**config.mk**
```make
export PLATFORM = sky130hd
export DESIGN_NAME = tbc_queue
export DESIGN_NICKNAME = d
export VERILOG_FILES = /design/src/tbc_pkg.sv /design/src/tbc_queue.sv
export SDC_FILE = /design/constraint.sdc
export NUM_CORES = 1
export LEC_CHECK = 0
export BUFFER_PORTS_ARGS = -buffer_cell sky130_fd_sc_hd__buf_2
export CORE_MARGIN = 2
export CORE_UTILIZATION = 35
export CTS_CLUSTER_SIZE = 20
export DETAILED_ROUTE_END_ITERATION = 16
export HOLD_SLACK_MARGIN = 0.05
export PLACE_DENSITY_LB_ADDON = 0.25
export SKIP_CTS_REPAIR_TIMING = 1
export SLEW_MARGIN = 20
export SYNTH_ARGS = -nofsm -noshare
export SYNTH_HDL_FRONTEND = slang
export SYNTH_SLANG_ARGS = --single-unit
export TNS_END_PERCENT = 50
```
**constraint.sdc**
```tcl
create_clock -name clk -period 24.9 [get_ports clk]
set_clock_uncertainty 0.05 [all_clocks]
set_input_delay 7.47 -clock clk [delete_from_list [all_inputs] [get_ports clk]]
set_output_delay 7.47 -clock clk [all_outputs]
set_load 0.1 [all_outputs]
```
**src/tbc_pkg.sv**
```systemverilog
// shared types, widths and constants for the barycentric classifier
// no dependencies
`timescale 1ns / 1ps
`default_nettype none
package tbc_pkg;

  localparam int COORD_BITS       = 32;
  localparam int WEIGHT_FRAC_BITS = 28;
  localparam int TOL_BITS         = 29;
  localparam int IN_BITS          = 32;
  localparam int WEIGHT_BITS      = 32;
  localparam int DIFF_BITS        = COORD_BITS + 1;
  localparam int PROD_BITS        = 2 * DIFF_BITS;
  localparam int DOT_BITS         = PROD_BITS + 2;
  localparam int HALF_BITS        = DOT_BITS / 2;
  localparam int WIDE_BITS        = 2 * DOT_BITS;
  localparam int QUOT_BITS        = WEIGHT_BITS;
  localparam int PRE_SHIFT        = QUOT_BITS - WEIGHT_FRAC_BITS;
  localparam int FIFO_DEPTH       = 4;
  localparam int FIFO_AW          = $clog2(FIFO_DEPTH);
  localparam int NUM_PRODS        = 6;

  typedef logic signed [DOT_BITS-1:0] dot_t;

  typedef struct packed {
    dot_t d00;
    dot_t d01;
    dot_t d11;
    dot_t d20;
    dot_t d21;
  } dots_t;

  typedef struct packed {
    logic signed [WEIGHT_BITS-1:0] weight_0;
    logic signed [WEIGHT_BITS-1:0] weight_1;
    logic signed [WEIGHT_BITS-1:0] weight_2;
    logic                          degenerate;
    logic                          inside_res;
    logic                          on_vertex;
    logic [1:0]                    vertex_index;
    logic                          on_edge;
    logic [1:0]                    edge_index;
  } result_t;

  // low COORD_BITS of a raw field, sign extended by one bit
  function automatic logic signed [DIFF_BITS-1:0] sext_coord(input logic [IN_BITS-1:0] raw);
    logic signed [COORD_BITS-1:0] c;
    c = raw[COORD_BITS-1:0];
    return DIFF_BITS'(c);
  endfunction

endpackage
`default_nettype wire

```
**src/tbc_queue.sv**
```systemverilog
// short queue of dot product sets between front and back parts
// depends on tbc_pkg
`timescale 1ns / 1ps
`default_nettype none
module tbc_queue (
  input  wire logic                       clk,
  input  wire logic                       rst,
  input  wire logic                       wr_en,
  input  wire tbc_pkg::dots_t             wr_data,
  input  wire logic                       rd_en,
  output tbc_pkg::dots_t                  rd_data,
  output logic                            not_empty,
  output logic [tbc_pkg::FIFO_AW:0]       count
);

  tbc_pkg::dots_t mem [tbc_pkg::FIFO_DEPTH];
  logic [tbc_pkg::FIFO_AW-1:0] wr_ptr, rd_ptr;

  always_ff @(posedge clk) begin
    if (wr_en) begin
      mem[wr_ptr] <= wr_data;
    end
  end

  always_ff @(posedge clk) begin
    if (rst) begin
      wr_ptr <= '0;
      rd_ptr <= '0;
      count  <= '0;
    end else begin
      if (wr_en) begin
        wr_ptr <= wr_ptr + 1'b1;
      end
      if (rd_en) begin
        rd_ptr <= rd_ptr + 1'b1;
      end
      count <= count + (tbc_pkg::FIFO_AW + 1)'(wr_en) - (tbc_pkg::FIFO_AW + 1)'(rd_en);
    end
  end

  assign rd_data   = mem[rd_ptr];
  assign not_empty = (count != '0);

endmodule
`default_nettype wire

```
==> impl_results.md <==
* Outcome: complete, no violations
* First-pass DRT Iterations at 5
* Total GRT Usage at 14.7%
* Pins Over Slew Limit at 0
* Ports at 688
* Final setup fails at 0
* Synth warn at 0
* CTS tree: yes
* Worst-path clk slew at around 0.07 ns
* Syn_nets at approximately 2200
* Leak at 19.7 nW
* Core Area at around 140000 um^2
* Final ANT Viol Nets at 0
* M1 GR Usage at 17.6%
* WP data arrival at 5.14 ns
* Critical Path RT at 17.38 ns
* Clock Path Buffers at 3
* Mapped Cells at 1817
* Max-cap check violation count at 0
* Reg2reg setup slack at 20.51 ns
* Final TNS setup at 0 ns
* Kind of critical path: reg2out
* Fin crit period at roughly 13 ns
* Power Dens Cells at 97.1 nW/um^2
* Sw Ratio at 29.7%
* Relative slew slack at 27.7%
* Hold slack at between 0.5 and 0.6 ns
* R2r worst-path depth at 5
* Drt wl/cell at around 23 um
* Vias at 22380
* Power share of the sequential group at around 46%
* Worst hold path depth at 2
* Antenna violations before repair at 67
* Combinational Power Share at 18.1%
* GR Util met2 at 23.1%
* Dpl ws at 12.65 ns
* Layout cells sized above 1 at about 46%
* First DRT Iteration DRCs at 1373
* Fin crit share at 50.9%
* Clk root buf: clkbuf_16
* Worst Setup End Kind: output pin
* Design Area, Final at 59700 um^2
* CP max stage delay at approximately 0.95 ns
* Nets at 2956
* Avg Vias per Cell at 4.83
* Count of different cell masters after synthesis at 19
* Starting Density at 35.1%
* # clock sinks at around 1400
* First-pass GRT wire length at 159000 um
* Net switching power at 0.00172 W
* Worst hold path type: reg2reg
* Clock power frac at between 30% and 40%
* Largest net degree at the start of global routing at ~130
* Clk_lat worst skew at 0.76 ns
* Full die area at 144000 um^2
* Die Y-Extent at 380 um
* Busiest grt layer: met2
* Placer Congestion at approximately 0.77
* H-tree level count at 4
* Mean Syn Cell Area at 27.3 um^2
* Mapped Area at 49500 um^2
* CP Cell Sequence: buf_4 > buf_4 > buf_4 > mux4_2 > buf_2
* Register bit total from synthesis at 1369
* Int Pwr at ~0.0041 W
* Gr ovfl total at 0
* Drc violations at 0
* Placed wire-length estimate at 66900 um
* Slowest cell on crit path: dfxtp_4
* RSZ-0062 raised after global routing: false
* Num CTS Buffers at 144
* Vias in the first global route at 24043
* IO Port Bufs at 687
* DRT Wirelength at 107000 um
* Worst Max-Slew Pin Slew at 1.08 ns
* Most used cell, CP: buf_4
* CP startpoint kind: flip-flop
* Placed Area at 55000 um^2
* Die width at around 380 um
* Critical-path maximum fanout at 69
* Sequential element share of the synthesized area at between 80% and 90%
* M3 GR Usage at around 7.8%
* Area grow syn2layout at 20.6%
* Core Rows at 138
* Fmax at 79.0 MHz
* VDD IR max at 0.0704 mV
* Hold Vio Cnt, Final at 0
* Final worst setup slack at 12.24 ns
worst max-delay path, delay by kind of cell (launching register included):
family / cells / cell delay (ns)
buffers and inverters: 4 / 2.82
flip-flops: 1 / 0.95
multiplexers: 1 / 0.39
cell usage in the layout, fill, tap and decap left out, types with 3 or more instances in the layout:
cell,synthesis,final
and2_4,0,4
buf_2,35,687
buf_4,0,27
bufinv_16,0,9
clkbuf_1,7,34
clkbuf_16,0,151
clkbuf_8,0,4
clkinv_1,0,35
clkinv_2,0,19
clkinv_8,0,4
clkinvlp_4,0,4
dfxtp_1,9,7
diode_2,0,23
edfxtp_1,1360,1360
ha_1,6,6
inv_1,6,6
inv_16,0,3
mux4_2,340,340
nor2_1,5,5
worst paths after layout:
path,startpoint,to
max,flip-flop,rd_data[164]
min reg2reg,rd_ptr[0],rd_ptr[1]
min,rd_ptr[0],rd_ptr[1]
max reg2reg,wr_ptr[0],mem[1][224]
cell type report:
class                           count  area [um^2]
Fill cell                       12189        81300
Antenna cell                       23         57.6
Multi-Input combinational cell    366         7900
Sequential cell                  1369        41000
Inverter                            6         22.5
Timing Repair Buffer              718         3720
Tap cell                         1890         2360
Clock buffer                      189         3960
Clock inverter                     76          669
metal layers:
layer	routed length (um)	vias to the layer above	share of wire, %
met3	12200	254	11
met4	2590	80	2.4
met1	41200	11702	38
met2	50700	766	47
li1	-	9578	-
met5	494	-	0.46
registers in the layout (all words and copies together) (netlist names), named ones only:
signal  flops
count       3
mem      1360
rd_ptr      2
wr_ptr      2
cell families (layout without fill, tap and decap cells):
group                    Yosys count  after routing  share of synthesized area [%]
adder cells (fa/ha/maj)            7              7                          0.192
other                              0             23                              0
XOR/XNOR                           3              3                         0.0834
AND/OR/NAND/NOR                   13             13                          0.142
buffers and inverters             82            989                           1.23
AO/OA/AOI/OAI                      2              2                         0.0303
multiplexers                     341            341                           15.5
flip-flops                      1369           1369                           82.8
stage by stage:
| stage | cells | util, % | total power [W] |
|---|---|---|---|
| 2_1_floorplan | 1817 | - | 0.00361 |
| 3_3_place_gp | 4348 | 39.0 | 0.00377 |
| 3_5_place_dp | 4348 | 39.0 | 0.00379 |
| 4_1_cts | 4613 | 42.3 | 0.00587 |
| 5_1_grt | 4625 | 42.3 | 0.00600 |
| 6_report | 4637 | 42.3 | 0.00580 |
power groups by stage:
stage,clock (W),sequential (W),combinational (W)
2_1_floorplan,0,0.00276,0.000851
3_3_place_gp,0,0.00273,0.00105
3_5_place_dp,0,0.00273,0.00106
4_1_cts,0.00213,0.00269,0.00106
5_1_grt,0.00222,0.00269,0.00109
6_report,0.00207,0.00268,0.00105
Yosys cell counts:
| cell type | instances | area, um^2 |
|---|---|---|
| a21bo_2 | 1 | 10.0 |
| a21oi_1 | 1 | 5.00 |
| and2_1 | 4 | 25.0 |
| buf_2 | 35 | 175 |
| buf_6 | 34 | 383 |
| clkbuf_1 | 7 | 26.3 |
| dfxtp_1 | 9 | 180 |
| edfxtp_1 | 1360 | 40800 |
| fa_1 | 1 | 20.0 |
| ha_1 | 6 | 75.1 |
| inv_1 | 6 | 22.5 |
| mux2i_1 | 1 | 10.0 |
| mux4_2 | 340 | 7660 |
| nand3b_1 | 1 | 7.51 |
| nor2_1 | 5 | 18.8 |
| nor2b_1 | 2 | 12.5 |
| or3_1 | 1 | 6.26 |
| xnor2_1 | 2 | 17.5 |
| xor3_1 | 1 | 23.8 |
Power figures use the tool's default switching activity.
